File: src/rtl/core/ec_host_transaction_sequencer_macros.svh
// assertion macros for the ec host transaction sequencer
// used by the top level only, needs clk_i and rst_ni in scope for the short form

`ifndef EC_HOST_TRANSACTION_SEQUENCER_MACROS_SVH
`define EC_HOST_TRANSACTION_SEQUENCER_MACROS_SVH

// clocked assertion with explicit clock and active-low reset
`define EC_HTS_ASSERT_CLK(lbl, clk, rstn, prop, msg) \
  lbl: assert property (@(posedge clk) disable iff (!rstn) prop) else $error(msg);

// short form on the block clock and reset
`define EC_HTS_ASSERT(lbl, prop, msg) \
  `EC_HTS_ASSERT_CLK(lbl, clk_i, rst_ni, prop, msg)

`endif

File: src/rtl/core/ec_hts_pkg.sv
// types and constants of the ec host transaction sequencer
// no dependencies; used by ec_host_transaction_sequencer, ec_hts_cfg and ec_hts_step
`timescale 1ns / 1ps

package ec_hts_pkg;

  // request kinds
  localparam logic [1:0] KIND_READ  = 2'd1;
  localparam logic [1:0] KIND_WRITE = 2'd2;

  // status bits
  localparam int unsigned ST_OBF_BIT = 0;
  localparam int unsigned ST_IBF_BIT = 1;

  // ec commands
  localparam logic [7:0] EC_CMD_READ  = 8'h80;
  localparam logic [7:0] EC_CMD_WRITE = 8'h81;

  // port select
  localparam logic PORT_CMD  = 1'b0;
  localparam logic PORT_DATA = 1'b1;

  // configuration register indexes
  localparam logic [1:0] CFG_POLL_TIMEOUT = 2'd0;
  localparam logic [1:0] CFG_MAX_RETRIES  = 2'd1;
  localparam logic [1:0] CFG_SKIP_FAILS   = 2'd2;
  localparam int unsigned CFG_IDX_W  = 2;
  localparam int unsigned CFG_DATA_W = 10;

  // configuration reset values
  localparam logic [9:0] POLL_TIMEOUT_RST = 10'd400;
  localparam logic [3:0] MAX_RETRIES_RST  = 4'd10;
  localparam logic [4:0] SKIP_FAILS_RST   = 5'd20;

  localparam logic [4:0] READ_FAIL_MAX = 5'd31;

  typedef enum logic [2:0] {
    PH_IDLE = 3'd0,
    PH_RCMD = 3'd1,
    PH_RREG = 3'd2,
    PH_RIBF = 3'd3,
    PH_ROBF = 3'd4,
    PH_WCMD = 3'd5,
    PH_WREG = 3'd6,
    PH_WVAL = 3'd7
  } phase_e;

  typedef struct packed {
    logic [9:0] poll_timeout;
    logic [3:0] max_retries;
    logic [4:0] skip_after_failures;
  } cfg_t;

  typedef struct packed {
    logic [1:0] kind;
    logic [7:0] reg_addr;
    logic [7:0] write_value;
    logic       word_read;
    logic [7:0] ec_status;
    logic [7:0] ec_data;
  } in_item_t;

  typedef struct packed {
    logic        port_write_valid;
    logic        port_write_target;
    logic [7:0]  port_write_byte;
    logic        data_read_strobe;
    logic        done_res;
    logic [15:0] done_value;
    logic        gave_up;
    logic        ready_res;
  } out_item_t;

  typedef struct packed {
    logic [7:0] current_reg;
    logic [7:0] held_write_byte;
    logic       word_mode;
    logic [9:0] poll_count;
    logic [3:0] retry_count;
    logic [4:0] read_fail_count;
    logic [7:0] first_read;
    logic [7:0] verify_read;
    logic [7:0] low_byte;
    logic [1:0] read_pass;
    logic       high_half;
  } seq_state_t;

endpackage

File: src/rtl/core/ec_hts_in_if.sv
// request channel: valid/ready plus one request beat with its status sample
// depends on nothing
`timescale 1ns / 1ps

interface ec_hts_in_if;
  logic       valid;
  logic       ready;
  logic [1:0] kind;
  logic [7:0] reg_addr;
  logic [7:0] write_value;
  logic       word_read;
  logic [7:0] ec_status;
  logic [7:0] ec_data;

  modport source (
    output valid, kind, reg_addr, write_value, word_read, ec_status, ec_data,
    input  ready
  );
  modport sink (
    input  valid, kind, reg_addr, write_value, word_read, ec_status, ec_data,
    output ready
  );
endinterface

File: src/rtl/core/ec_hts_out_if.sv
// result channel: valid/ready plus one result beat per request beat
// depends on nothing
`timescale 1ns / 1ps

interface ec_hts_out_if;
  logic        valid;
  logic        ready;
  logic        port_write_valid;
  logic        port_write_target;
  logic [7:0]  port_write_byte;
  logic        data_read_strobe;
  logic        done_res;
  logic [15:0] done_value;
  logic        gave_up;
  logic        ready_res;

  modport source (
    output valid, port_write_valid, port_write_target, port_write_byte,
           data_read_strobe, done_res, done_value, gave_up, ready_res,
    input  ready
  );
  modport sink (
    input  valid, port_write_valid, port_write_target, port_write_byte,
           data_read_strobe, done_res, done_value, gave_up, ready_res,
    output ready
  );
endinterface

File: src/rtl/core/ec_host_transaction_sequencer.sv
// top level of the ec host transaction sequencer: request register, step logic,
// result register; depends on ec_hts_pkg, ec_hts_in_if, ec_hts_out_if,
// ec_hts_cfg, ec_hts_step and the assertion macro header
//
//   channel   dir  beat                                         handshake
//   req_if    in   kind, reg_addr, write_value, word_read,      valid/ready
//                  ec_status, ec_data
//   res_if    out  port write, read strobe, done, value,        valid/ready
//                  gave_up, ready_res
//   cfg       in   cfg_we_i, cfg_idx_i, cfg_wdata_i             write enable only
//
// one request beat per cycle sustained while res_if.ready is high; each beat goes
// through the request register, then the result register, with the sequencer
// state updated as the step result is registered. a stalled result holds the
// result register; the request register then fills and req_if.ready drops.
// reset clears phase, sequencer state, config (to defaults) and both valid flags.
`timescale 1ns / 1ps
`include "ec_host_transaction_sequencer_macros.svh"

module ec_host_transaction_sequencer (
  input  logic                              clk_i,
  input  logic                              rst_ni,
  input  logic                              cfg_we_i,
  input  logic [ec_hts_pkg::CFG_IDX_W-1:0]  cfg_idx_i,
  input  logic [ec_hts_pkg::CFG_DATA_W-1:0] cfg_wdata_i,
  ec_hts_in_if.sink                         req_if,
  ec_hts_out_if.source                      res_if
);

  ec_hts_pkg::cfg_t       cfg;
  ec_hts_pkg::in_item_t   in_item_q, in_item_d;
  ec_hts_pkg::out_item_t  out_item_q, step_res;
  ec_hts_pkg::seq_state_t state_q, state_d;
  ec_hts_pkg::phase_e     phase_q, phase_d;
  logic                   in_valid_q, in_valid_d;
  logic                   out_valid_q, out_valid_d;
  logic                   advance, req_take;

  ec_hts_cfg u_cfg (
    .clk_i       (clk_i),
    .rst_ni      (rst_ni),
    .cfg_we_i    (cfg_we_i),
    .cfg_idx_i   (cfg_idx_i),
    .cfg_wdata_i (cfg_wdata_i),
    .cfg_o       (cfg)
  );

  ec_hts_step u_step (
    .phase_i (phase_q),
    .state_i (state_q),
    .cfg_i   (cfg),
    .item_i  (in_item_q),
    .phase_o (phase_d),
    .state_o (state_d),
    .res_o   (step_res)
  );

  assign advance       = in_valid_q && (!out_valid_q || res_if.ready);
  assign req_if.ready  = !in_valid_q || advance;
  assign req_take      = req_if.valid && req_if.ready;

  always_comb begin
    in_item_d.kind        = req_if.kind;
    in_item_d.reg_addr    = req_if.reg_addr;
    in_item_d.write_value = req_if.write_value;
    in_item_d.word_read   = req_if.word_read;
    in_item_d.ec_status   = req_if.ec_status;
    in_item_d.ec_data     = req_if.ec_data;
  end

  always_comb begin
    in_valid_d = in_valid_q;
    if (req_take) in_valid_d = 1'b1;
    else if (advance) in_valid_d = 1'b0;
    out_valid_d = out_valid_q;
    if (advance) out_valid_d = 1'b1;
    else if (res_if.ready) out_valid_d = 1'b0;
  end

  always_ff @(posedge clk_i or negedge rst_ni) begin
    if (!rst_ni) begin
      in_valid_q  <= 1'b0;
      out_valid_q <= 1'b0;
      phase_q     <= ec_hts_pkg::PH_IDLE;
      state_q     <= '0;
    end else begin
      in_valid_q  <= in_valid_d;
      out_valid_q <= out_valid_d;
      if (advance) begin
        phase_q <= phase_d;
        state_q <= state_d;
      end
    end
  end

  // payload registers
  always_ff @(posedge clk_i) begin
    if (req_take) in_item_q <= in_item_d;
    if (advance) out_item_q <= step_res;
  end

  assign res_if.valid             = out_valid_q;
  assign res_if.port_write_valid  = out_item_q.port_write_valid;
  assign res_if.port_write_target = out_item_q.port_write_target;
  assign res_if.port_write_byte   = out_item_q.port_write_byte;
  assign res_if.data_read_strobe  = out_item_q.data_read_strobe;
  assign res_if.done_res          = out_item_q.done_res;
  assign res_if.done_value        = out_item_q.done_value;
  assign res_if.gave_up           = out_item_q.gave_up;
  assign res_if.ready_res         = out_item_q.ready_res;

  `EC_HTS_ASSERT(a_idle_clean, (phase_q == ec_hts_pkg::PH_IDLE) |-> ((state_q.poll_count == '0) && (state_q.retry_count == '0) && (state_q.read_pass == '0) && !state_q.high_half), "idle phase with leftover counters")
  `EC_HTS_ASSERT(a_done_to_idle, (advance && step_res.done_res) |=> (phase_q == ec_hts_pkg::PH_IDLE), "completed request did not return to idle")
  `EC_HTS_ASSERT(a_done_not_idle, (out_valid_q && out_item_q.done_res) |-> !out_item_q.ready_res, "completion reported on an idle beat")

endmodule

File: src/rtl/core/ec_hts_cfg.sv
// configuration registers: poll timeout, retry limit, skip threshold
// depends on ec_hts_pkg
`timescale 1ns / 1ps

module ec_hts_cfg (
  input  logic                                 clk_i,
  input  logic                                 rst_ni,
  input  logic                                 cfg_we_i,
  input  logic [ec_hts_pkg::CFG_IDX_W-1:0]     cfg_idx_i,
  input  logic [ec_hts_pkg::CFG_DATA_W-1:0]    cfg_wdata_i,
  output ec_hts_pkg::cfg_t                     cfg_o
);

  ec_hts_pkg::cfg_t cfg_q, cfg_d;

  always_comb begin
    cfg_d = cfg_q;
    if (cfg_we_i) begin
      case (cfg_idx_i)
        ec_hts_pkg::CFG_POLL_TIMEOUT: cfg_d.poll_timeout = cfg_wdata_i[9:0];
        ec_hts_pkg::CFG_MAX_RETRIES:  cfg_d.max_retries = cfg_wdata_i[3:0];
        ec_hts_pkg::CFG_SKIP_FAILS:   cfg_d.skip_after_failures = cfg_wdata_i[4:0];
        default: ;
      endcase
    end
  end

  always_ff @(posedge clk_i or negedge rst_ni) begin
    if (!rst_ni) begin
      cfg_q.poll_timeout        <= ec_hts_pkg::POLL_TIMEOUT_RST;
      cfg_q.max_retries         <= ec_hts_pkg::MAX_RETRIES_RST;
      cfg_q.skip_after_failures <= ec_hts_pkg::SKIP_FAILS_RST;
    end else begin
      cfg_q <= cfg_d;
    end
  end

  assign cfg_o = cfg_q;

endmodule

File: src/rtl/core/ec_hts_step.sv
// one sequencer step: next phase, next state and the result beat for one tick
// depends on ec_hts_pkg; purely combinational
`timescale 1ns / 1ps

module ec_hts_step (
  input  ec_hts_pkg::phase_e     phase_i,
  input  ec_hts_pkg::seq_state_t state_i,
  input  ec_hts_pkg::cfg_t       cfg_i,
  input  ec_hts_pkg::in_item_t   item_i,
  output ec_hts_pkg::phase_e     phase_o,
  output ec_hts_pkg::seq_state_t state_o,
  output ec_hts_pkg::out_item_t  res_o
);

  logic        ibf_clear, obf_set, busy, cond_met, is_req, is_write_ph, skip_obf;
  logic [9:0]  poll_lim;
  logic [3:0]  retry_lim;
  logic        poll_exp, retry_exp, poll_fail, att_fail, gave;
  logic        rbd, rbd_fin, rbd_cont, rbd_finish, wr_finish;
  logic [7:0]  rbd_val;

  assign ibf_clear = !item_i.ec_status[ec_hts_pkg::ST_IBF_BIT];
  assign obf_set   = item_i.ec_status[ec_hts_pkg::ST_OBF_BIT];
  assign busy      = (phase_i != ec_hts_pkg::PH_IDLE);
  assign cond_met  = (phase_i == ec_hts_pkg::PH_ROBF) ? obf_set : ibf_clear;
  assign is_req    = (item_i.kind == ec_hts_pkg::KIND_READ) ||
                     (item_i.kind == ec_hts_pkg::KIND_WRITE);
  assign is_write_ph = (phase_i == ec_hts_pkg::PH_WCMD) ||
                       (phase_i == ec_hts_pkg::PH_WREG) ||
                       (phase_i == ec_hts_pkg::PH_WVAL);
  assign skip_obf  = (state_i.read_fail_count > cfg_i.skip_after_failures);

  // zero limits behave like one
  assign poll_lim  = (cfg_i.poll_timeout == '0) ? 10'd1 : cfg_i.poll_timeout;
  assign retry_lim = (cfg_i.max_retries == '0) ? 4'd1 : cfg_i.max_retries;
  assign poll_exp  = ({1'b0, state_i.poll_count} + 11'd1) >= {1'b0, poll_lim};
  assign retry_exp = ({1'b0, state_i.retry_count} + 5'd1) >= {1'b0, retry_lim};

  assign poll_fail = busy && !cond_met;
  assign att_fail  = poll_fail && poll_exp;
  assign gave      = att_fail && retry_exp;

  // byte read completion, from a data read or from a read that gave up
  assign rbd = ((phase_i == ec_hts_pkg::PH_RIBF) && ibf_clear && skip_obf) ||
               ((phase_i == ec_hts_pkg::PH_ROBF) && obf_set) ||
               (gave && !is_write_ph);
  assign rbd_val    = gave ? 8'h00 : item_i.ec_data;
  assign rbd_fin    = state_i.read_pass[1] ||
                      ((state_i.read_pass == 2'd1) && (state_i.first_read == rbd_val));
  assign rbd_cont   = rbd_fin && !state_i.high_half && state_i.word_mode;
  assign rbd_finish = rbd && rbd_fin && !rbd_cont;
  assign wr_finish  = ((phase_i == ec_hts_pkg::PH_WVAL) && ibf_clear) ||
                      (gave && is_write_ph);

  // next phase
  always_comb begin
    phase_o = phase_i;
    case (phase_i)
      ec_hts_pkg::PH_IDLE: begin
        if (item_i.kind == ec_hts_pkg::KIND_READ) phase_o = ec_hts_pkg::PH_RCMD;
        else if (item_i.kind == ec_hts_pkg::KIND_WRITE) phase_o = ec_hts_pkg::PH_WCMD;
      end
      ec_hts_pkg::PH_RCMD: if (ibf_clear) phase_o = ec_hts_pkg::PH_RREG;
      ec_hts_pkg::PH_WCMD: if (ibf_clear) phase_o = ec_hts_pkg::PH_WREG;
      ec_hts_pkg::PH_RREG: if (ibf_clear) phase_o = ec_hts_pkg::PH_RIBF;
      ec_hts_pkg::PH_WREG: if (ibf_clear) phase_o = ec_hts_pkg::PH_WVAL;
      ec_hts_pkg::PH_RIBF: if (ibf_clear && !skip_obf) phase_o = ec_hts_pkg::PH_ROBF;
      default: ;
    endcase
    if (att_fail && !retry_exp) begin
      phase_o = is_write_ph ? ec_hts_pkg::PH_WCMD : ec_hts_pkg::PH_RCMD;
    end
    if (rbd) begin
      phase_o = rbd_finish ? ec_hts_pkg::PH_IDLE : ec_hts_pkg::PH_RCMD;
    end
    if (wr_finish) begin
      phase_o = ec_hts_pkg::PH_IDLE;
    end
  end

  // state and result beat
  always_comb begin
    state_o = state_i;
    res_o   = '0;
    res_o.ready_res = !busy;
    case (phase_i)
      ec_hts_pkg::PH_IDLE: begin
        if (is_req) begin
          state_o.current_reg     = item_i.reg_addr;
          state_o.held_write_byte = item_i.write_value;
          state_o.word_mode       = (item_i.kind == ec_hts_pkg::KIND_READ) && item_i.word_read;
          state_o.read_pass       = '0;
          state_o.high_half       = 1'b0;
          state_o.retry_count     = '0;
          state_o.poll_count      = '0;
        end
      end
      ec_hts_pkg::PH_RCMD, ec_hts_pkg::PH_WCMD: begin
        if (ibf_clear) begin
          res_o.port_write_valid  = 1'b1;
          res_o.port_write_target = ec_hts_pkg::PORT_CMD;
          res_o.port_write_byte   = (phase_i == ec_hts_pkg::PH_RCMD) ?
                                    ec_hts_pkg::EC_CMD_READ : ec_hts_pkg::EC_CMD_WRITE;
          state_o.poll_count      = '0;
        end
      end
      ec_hts_pkg::PH_RREG, ec_hts_pkg::PH_WREG: begin
        if (ibf_clear) begin
          res_o.port_write_valid  = 1'b1;
          res_o.port_write_target = ec_hts_pkg::PORT_DATA;
          res_o.port_write_byte   = state_i.current_reg;
          state_o.poll_count      = '0;
        end
      end
      ec_hts_pkg::PH_WVAL: begin
        if (ibf_clear) begin
          res_o.port_write_valid  = 1'b1;
          res_o.port_write_target = ec_hts_pkg::PORT_DATA;
          res_o.port_write_byte   = state_i.held_write_byte;
        end
      end
      ec_hts_pkg::PH_RIBF: begin
        if (ibf_clear) begin
          state_o.poll_count     = '0;
          res_o.data_read_strobe = skip_obf;
        end
      end
      ec_hts_pkg::PH_ROBF: begin
        if (obf_set) begin
          state_o.read_fail_count = '0;
          res_o.data_read_strobe  = 1'b1;
        end
      end
      default: ;
    endcase

    // failed poll
    if (poll_fail) begin
      if (!poll_exp) begin
        state_o.poll_count = state_i.poll_count + 10'd1;
      end else begin
        state_o.poll_count = '0;
        if ((phase_i == ec_hts_pkg::PH_ROBF) &&
            (state_i.read_fail_count != ec_hts_pkg::READ_FAIL_MAX)) begin
          state_o.read_fail_count = state_i.read_fail_count + 5'd1;
        end
        if (retry_exp) res_o.gave_up = 1'b1;
        else state_o.retry_count = state_i.retry_count + 4'd1;
      end
    end

    // byte read compare
    if (rbd) begin
      state_o.retry_count = '0;
      state_o.poll_count  = '0;
      if (state_i.read_pass == 2'd0) begin
        state_o.first_read = rbd_val;
        state_o.read_pass  = 2'd1;
      end else if (state_i.read_pass == 2'd1) begin
        state_o.verify_read = rbd_val;
        if (!rbd_fin) state_o.read_pass = 2'd2;
      end
      if (rbd_fin) state_o.read_pass = '0;
      if (rbd_cont) begin
        state_o.low_byte    = rbd_val;
        state_o.high_half   = 1'b1;
        state_o.current_reg = state_i.current_reg + 8'd1;
      end
      if (rbd_finish) begin
        res_o.done_res   = 1'b1;
        res_o.done_value = state_i.high_half ? {rbd_val, state_i.low_byte}
                                             : {8'h00, rbd_val};
      end
    end

    if (rbd_finish || wr_finish) begin
      state_o.poll_count  = '0;
      state_o.retry_count = '0;
      state_o.read_pass   = '0;
      state_o.high_half   = 1'b0;
    end
    if (wr_finish) begin
      res_o.done_res = 1'b1;
    end
  end

endmodule

File: src/flat_wrapper.sv
// flat-port wrapper written by rule: the top's interface ports become plain ports
module ec_host_transaction_sequencer_flat 
  (clk_i, rst_ni, cfg_we_i, cfg_idx_i, cfg_wdata_i, req_if_valid, req_if_kind, req_if_reg_addr, req_if_write_value, req_if_word_read, req_if_ec_status, req_if_ec_data, req_if_ready, res_if_valid, res_if_port_write_valid, res_if_port_write_target, res_if_port_write_byte, res_if_data_read_strobe, res_if_done_res, res_if_done_value, res_if_gave_up, res_if_ready_res, res_if_ready);
  ec_hts_in_if req_if_i ();
  ec_hts_out_if res_if_i ();
  input  logic clk_i;
  input  logic rst_ni;
  input  logic cfg_we_i;
  input  logic [ec_hts_pkg::CFG_IDX_W-1:0] cfg_idx_i;
  input  logic [ec_hts_pkg::CFG_DATA_W-1:0] cfg_wdata_i;
  input wire logic [$bits(req_if_i.valid)-1:0] req_if_valid;
  input wire logic [$bits(req_if_i.kind)-1:0] req_if_kind;
  input wire logic [$bits(req_if_i.reg_addr)-1:0] req_if_reg_addr;
  input wire logic [$bits(req_if_i.write_value)-1:0] req_if_write_value;
  input wire logic [$bits(req_if_i.word_read)-1:0] req_if_word_read;
  input wire logic [$bits(req_if_i.ec_status)-1:0] req_if_ec_status;
  input wire logic [$bits(req_if_i.ec_data)-1:0] req_if_ec_data;
  output wire logic [$bits(req_if_i.ready)-1:0] req_if_ready;
  output wire logic [$bits(res_if_i.valid)-1:0] res_if_valid;
  output wire logic [$bits(res_if_i.port_write_valid)-1:0] res_if_port_write_valid;
  output wire logic [$bits(res_if_i.port_write_target)-1:0] res_if_port_write_target;
  output wire logic [$bits(res_if_i.port_write_byte)-1:0] res_if_port_write_byte;
  output wire logic [$bits(res_if_i.data_read_strobe)-1:0] res_if_data_read_strobe;
  output wire logic [$bits(res_if_i.done_res)-1:0] res_if_done_res;
  output wire logic [$bits(res_if_i.done_value)-1:0] res_if_done_value;
  output wire logic [$bits(res_if_i.gave_up)-1:0] res_if_gave_up;
  output wire logic [$bits(res_if_i.ready_res)-1:0] res_if_ready_res;
  input wire logic [$bits(res_if_i.ready)-1:0] res_if_ready;
  assign req_if_i.valid = req_if_valid;
  assign req_if_i.kind = req_if_kind;
  assign req_if_i.reg_addr = req_if_reg_addr;
  assign req_if_i.write_value = req_if_write_value;
  assign req_if_i.word_read = req_if_word_read;
  assign req_if_i.ec_status = req_if_ec_status;
  assign req_if_i.ec_data = req_if_ec_data;
  assign req_if_ready = req_if_i.ready;
  assign res_if_valid = res_if_i.valid;
  assign res_if_port_write_valid = res_if_i.port_write_valid;
  assign res_if_port_write_target = res_if_i.port_write_target;
  assign res_if_port_write_byte = res_if_i.port_write_byte;
  assign res_if_data_read_strobe = res_if_i.data_read_strobe;
  assign res_if_done_res = res_if_i.done_res;
  assign res_if_done_value = res_if_i.done_value;
  assign res_if_gave_up = res_if_i.gave_up;
  assign res_if_ready_res = res_if_i.ready_res;
  assign res_if_i.ready = res_if_ready;
  ec_host_transaction_sequencer u_core (.clk_i(clk_i), .rst_ni(rst_ni), .cfg_we_i(cfg_we_i), .cfg_idx_i(cfg_idx_i), .cfg_wdata_i(cfg_wdata_i), .req_if(req_if_i), .res_if(res_if_i));
endmodule
File: config.mk
export PLATFORM = sky130hd
export DESIGN_NAME = ec_host_transaction_sequencer_flat
export DESIGN_NICKNAME = d
export VERILOG_FILES = /design/src/rtl/core/ec_hts_pkg.sv /design/src/rtl/core/ec_hts_in_if.sv /design/src/rtl/core/ec_hts_out_if.sv /design/src/rtl/core/ec_host_transaction_sequencer.sv /design/src/rtl/core/ec_hts_cfg.sv /design/src/rtl/core/ec_hts_step.sv /design/src/flat_wrapper.sv
export VERILOG_INCLUDE_DIRS = /design/src /design/src/rtl/core
export SDC_FILE = /design/constraint.sdc
export NUM_CORES = 1
export LEC_CHECK = 0
export BUFFER_PORTS_ARGS = -buffer_cell sky130_fd_sc_hd__buf_2
export CAP_MARGIN = 10
export CORE_MARGIN = 4
export CORE_UTILIZATION = 38
export CTS_CLUSTER_SIZE = 14
export DETAILED_ROUTE_END_ITERATION = 8
export PLACE_DENSITY = 0.66
export SLEW_MARGIN = 10
export SYNTH_ARGS = -nofsm -noshare
export SYNTH_HDL_FRONTEND = slang
export SYNTH_HIERARCHICAL = 1
export SYNTH_SLANG_ARGS = --single-unit
File: constraint.sdc
create_clock -name clk_i -period 4.5 [get_ports clk_i]
set_input_delay 0.225 -clock clk_i [delete_from_list [all_inputs] [get_ports clk_i]]
set_output_delay 0.225 -clock clk_i [all_outputs]
set_load 0.03 [all_outputs]
==> run metrics, run 1 <==
Clock Skews=8.32 ps; number of diodes=0; average via count per standard cell=5.01; leading cell type in the layout, fill and taps excluded=buf_2; Initial Utilization=39.1%; Clk pwr share=31.5%; final wirelength=15900 um; Achievable Freq=0.246 GHz; Fin. Hold Viols=0; Worst R2R Start=u_core/state_q[36]$_DFFE_PN0P_; crit path DAT=4370 ps; First-pass DRT Iterations=5; Clock Path Buffers=2; vias in the first global route=5077; Min Clock Period, post-route=4070 ps; total clock sinks=138; Setup crit end kind=flop; Core Util, Final=47.2%; final setup violation count=0; Port Buffers=77; number of remaining DRC errors=0; status=completed; initial antenna violation count=0; GRT Util Overall=14.9%; cts bufs inserted=17; first-pass GRT wire length=25900 um; die span in y=148 um; RSZ-0062 raised after global routing=false; Leakage=3.94 nW; Final Slew Violations=0; DIE WIDTH=148 um; filler instances=1698; # rows=50; largest net degree at the start of global routing=49; setup TNS=0 ps; most frequent cells in the layout=buf_2 (76), dfrtp_1 (72), mux2_2 (65), edfxtp_1 (59); Hold WC Path Type=input port to flop; CP Capture Point=u_core/state_q[22]$_DFFE_PN0P_; total number of vias=5091; CP Class=flop to flop; DP Wirelength=10700 um; Cells after Synth=634; Max FO, Critical Path=9; Nets=822; initial DRC count=281; layout cells sized above 1=29.6%; Routed wire per std cell=15.6 um; Final period util=90.5%; Worst R2R End=u_core/state_q[22]$_DFFE_PN0P_; clock transition at the registers of the reported paths=60 ps; Max Cap Viol=0; Net Switching=1.37 mW; switching share of power=31.3%; required time worst endpoint=4790 ps; worst r2r path cells=14; Post-Syn Nets=712; timing startpoint of the critical path=u_core/state_q[36]$_DFFE_PN0P_; RePlAce Congestion=0.816; CTS tree=done; Power Density=487 mW/mm^2; DP Area=0.00806 sq mm; Least-Margin Pin Slew=1030 ps; worst ir drop on vdd=0.374 mV; final instance area=0.00895 sq mm; GR Overflow Total=0; Flop pwr share=40.8%; Comb pwr share=27.7%; Ports=84; Yosys warnings=6; worst skew pair latency=410 ps; DRT antenna net count=0; mapped cell area=0.00741 sq mm; CTS H-tree depth=4; syn avg cell area=11.7 sq um; r2r setup slk=430 ps; Int Power=3.00 mW; Area growth syn-to-layout=20.7%; Max transition margin=31.0%; Post-CTS Resized=0; clk root buf=clkbuf_16; core region area=0.0190 sq mm; die area=0.0218 sq mm; hold slack final=38.4 ps; CP Launch Type=flop
## critical path, cell delays in order, from the launching register on
cell and delay, ps:
dfrtp_1 430, ha_1 280, nand4_1 150, nor2_1 170, nand2_1 90, xnor2_1 210, ha_1 280, a21o_1 180
a221o_1 330, a2bb2oi_1 310, buf_4 220, o21a_1 260, or3_1 400, mux2_2 390, mux2_4 270
## flip-flops by register name, indices dropped and copies added, names as in the netlist
signal,count
u_core/res_if.port_write_valid,1
u_core/res_if.ready_res,1
u_core/in_valid_q,1
u_core/res_if.port_write_target,1
u_core/res_if.data_read_strobe,1
u_core/res_if.done_res,1
u_core/state_q,55
u_core/phase_q,3
u_core/res_if.done_value,16
u_core/in_item_q,29
u_core/res_if.port_write_byte,8
u_core/res_if.valid,1
u_core/res_if.gave_up,1
u_core/u_cfg/cfg_o,19
## stage by stage
step	power [mW]	setup WS (ps)	cells
after detailed placement	2.99	464	954
after global routing	4.63	223	1017
after floorplan	2.69	667	634
final	4.36	427	1017
after global placement	2.95	477	954
after CTS	4.40	428	1017
## per-layer routing
layer	vias up	global-route usage [%]	wire length [um]
met4	0	5.13	198
li1	2491	-	-
met2	102	24.0	7510
met5	-	0	0
met3	13	2.94	638
met1	2485	20.1	7510
## worst min-delay path by stage
stage                         startpoint  slack, ps  depth (start not counted)                            endpoint
after CTS                 cfg_wdata_i[5]         20                          2  u_core/u_cfg/cfg_o[14]$_DFFE_PN0P_
after global placement            rst_ni        200                          1  u_core/u_cfg/cfg_o[14]$_DFFE_PN0P_
after floorplan                   rst_ni        -70                          0       u_core/in_valid_q$_DFFE_PN0P_
after detailed placement          rst_ni        200                          1  u_core/u_cfg/cfg_o[14]$_DFFE_PN0P_
after global routing      cfg_wdata_i[5]         20                          2  u_core/u_cfg/cfg_o[14]$_DFFE_PN0P_
final                     cfg_wdata_i[5]         40                          2  u_core/u_cfg/cfg_o[14]$_DFFE_PN0P_
## power by group through the flow
stage          Clock [mW]  Sequential [mW]  Combinational, mW
2_1_floorplan           0             1.78              0.903
3_3_place_gp            0             1.79               1.16
3_5_place_dp            0             1.80               1.19
4_1_cts              1.41             1.78               1.22
5_1_grt              1.47             1.82               1.35
6_report             1.37             1.78               1.21
## final cells by class
type | instances | area [sq um] | area share, %
Multi-Input combinational cell | 442 | 3410 | 38.1
Timing Repair Buffer | 118 | 773 | 8.64
Clock inverter | 13 | 151 | 1.69
Tap cell | 260 | 325 | 3.63
Clock buffer | 19 | 433 | 4.84
Sequential cell | 138 | 3760 | 42.0
Inverter | 27 | 101 | 1.13
## repair_timing
action / CTS / global route
endpoints found under the hold margin: 56 / 0
setup buffers: 0 / 0
endpoints found under the setup margin: 0 / 0
hold buffers: 31 / 0
Power figures use the tool's default switching activity.
==> run 2: changes to the inputs <==
CELL_PAD_IN_SITES_DETAIL_PLACEMENT = 0   (was default)
CELL_PAD_IN_SITES_GLOBAL_PLACEMENT = 2   (was default)
PLACE_DENSITY = 0.86   (was 0.66)
RECOVER_POWER = 50   (was default)
TNS_END_PERCENT = 10   (was default)
==> run 2 against run 1 <==
  * The flow now finishes with violations (capacitance limit, slew limit)
  * Fmax fell by 1.3%
  * Register-to-register slack got worse by 50 ps
  * Count of clock-buffer cells in the layout rose by 2
  * Sequential share of layout area rose by 0.20 points
  * Wire length rose by 5.2%
  * First-iteration DRC count fell by 8.9%
  * Non-clock buffer count fell by 2
  * Hold slack got worse by 18 ps
  * Clock skew rose by 2.4 ps
  * Worst setup slack got worse by 54 ps
  * Critical endpoint is now u_core/state_q[21]$_DFFE_PN0P_
  * Largest cell class unchanged
==> run metrics, run 2 (same netlist as run 1, synthesis figures left out) <==
number of diodes=0; layout cells sized above 1=26.4%; DP Wirelength=11400 um; clock transition at the registers of the reported paths=60 ps; worst ir drop on vdd=0.317 mV; leading cell type in the layout, fill and taps excluded=dfrtp_1; final worst setup slack=373 ps; CP Class=flop to flop; required time worst endpoint=4800 ps; Fin. Hold Viols=0; clk root buf=clkbuf_16; Ports=84; pre-CTS setup slack=419 ps; final setup violation count=0; GR Overflow Total=0; final instance area=0.00891 sq mm; cts bufs inserted=17; Hold WC Path Type=input port to flop; CTS H-tree depth=4; # rows=50; Routed wire per std cell=16.4 um; Clock Skews=10.7 ps; DRT antenna net count=0; max FFs per register=55; Final Slew Violations=91; Achievable Freq=0.242 GHz; Min Clock Period, post-route=4130 ps; Port Buffers=77; most frequent cells in the layout=dfrtp_1 (72), mux2_2 (64), edfxtp_1 (59), nor2_1 (52), nand2_1 (52); Final period util=91.7%; average via count per standard cell=5.04; total number of vias=5118; First-pass DRT Iterations=4; first-pass GRT wire length=27400 um; worst r2r path cells=13; setup bufs post-CTS=0; Nets=820; number of remaining DRC errors=0; vias in the first global route=5367; Clock Path Buffers=2; Worst R2R Start=u_core/state_q[38]$_DFFE_PN0P_; Final Power=4.42 mW; CTS tree=done; status=complete, but fails checks; largest net degree at the start of global routing=80; setup TNS=0 ps; Leakage=3.85 nW; die span in y=148 um; final wirelength=16700 um; initial DRC count=256; failing checks=capacitance limit, slew limit; DP Area=0.00806 sq mm; DIE WIDTH=148 um; Area growth syn-to-layout=20.1%; die area=0.0218 sq mm; Least-Margin Pin Slew=2080 ps; Initial Utilization=39.1%; initial antenna violation count=0; filler instances=1721; largest register by flop count=u_core/state_q; total clock sinks=138; worst skew pair latency=420 ps; Hold Path Depth=2; RePlAce Congestion=0.834; CP Launch Type=flop; timing startpoint of the critical path=u_core/state_q[38]$_DFFE_PN0P_; core region area=0.0190 sq mm; Power Density=496 mW/mm^2; RSZ-0062 raised after global routing=false; Max Cap Viol=2; Max FO, Critical Path=9; Max transition margin=-38.9%; hold path startpoint=req_if_valid; GRT Util Overall=15.8%; Setup crit end kind=flop; Post-CTS Resized=0; crit path DAT=4420 ps
run 2: final timing paths:
path / to / slack [ps]
worst max-delay path: u_core/state_q[21]$_DFFE_PN0P_ / 370
worst min-delay path: u_core/in_valid_q$_DFFE_PN0P_ / 20
worst max register to register: u_core/state_q[21]$_DFFE_PN0P_ / 370
worst min register to register: u_core/u_cfg/cfg_o[14]$_DFFE_PN0P_ / 510
max in group asynchronous: u_core/state_q[51]$_DFFE_PN0P_ / 2860
min in group asynchronous: u_core/state_q[39]$_DFFE_PN0P_ / 370
run 2: critical path, cell delays in order (launching register included):
cell and delay (ps):
dfrtp_1 460, and3_1 260, nand3_1 160, nor2_1 290
nand3_1 160, xnor2_1 170, ha_1 320, a221o_1 330
a2bb2oi_1 300, buf_4 210, o21a_1 270, or3_1 400
mux2_2 390, mux2_4 260
run 2: area by class of cell:
cell class	count	area, sq um	share of cell area (%)
sequential	138	3760	42.2
multi-input combinational	442	3400	38.2
inverter	27	101	1.14
timing repair buffer	116	717	8.05
clock buffer	21	492	5.52
tap	260	325	3.65
clock inverter	11	116	1.31
run 2: report_power, final:
group	switching, mW	leakage, nW	internal (mW)
combinational	0.652	1.99	0.565
sequential	0.225	1.58	1.56
clock	0.526	0.286	0.887
total	1.40	3.85	3.01
run 2: per-layer routing:
layer	GRT usage (%)	vias up	part of all wire, %	routed length (um)
met5	0	-	0	0
met4	5.96	0	1.4	227
met3	2.88	18	2.8	459
met2	26.0	86	48	8030
met1	20.9	2529	48	7970
li1	-	2485	-	-
run 2: repair_timing:
item                       CTS  global route
hold buffers                29             0
hold endpoints to repair    29             0
setup endpoints to repair    0             0
run 2: through the flow:
| step | util, % | hold slack (ps) | cells |
|---|---|---|---|
| finish | 47.0 | 20.2 | 1015 |
| global route | 47.0 | 17.6 | 1015 |
| CTS | 47.2 | 8.14 | 1015 |
| detailed placement | 42.5 | 403 | 954 |
| global placement | 42.5 | 401 | 954 |
| floorplan | - | -70.6 | 634 |
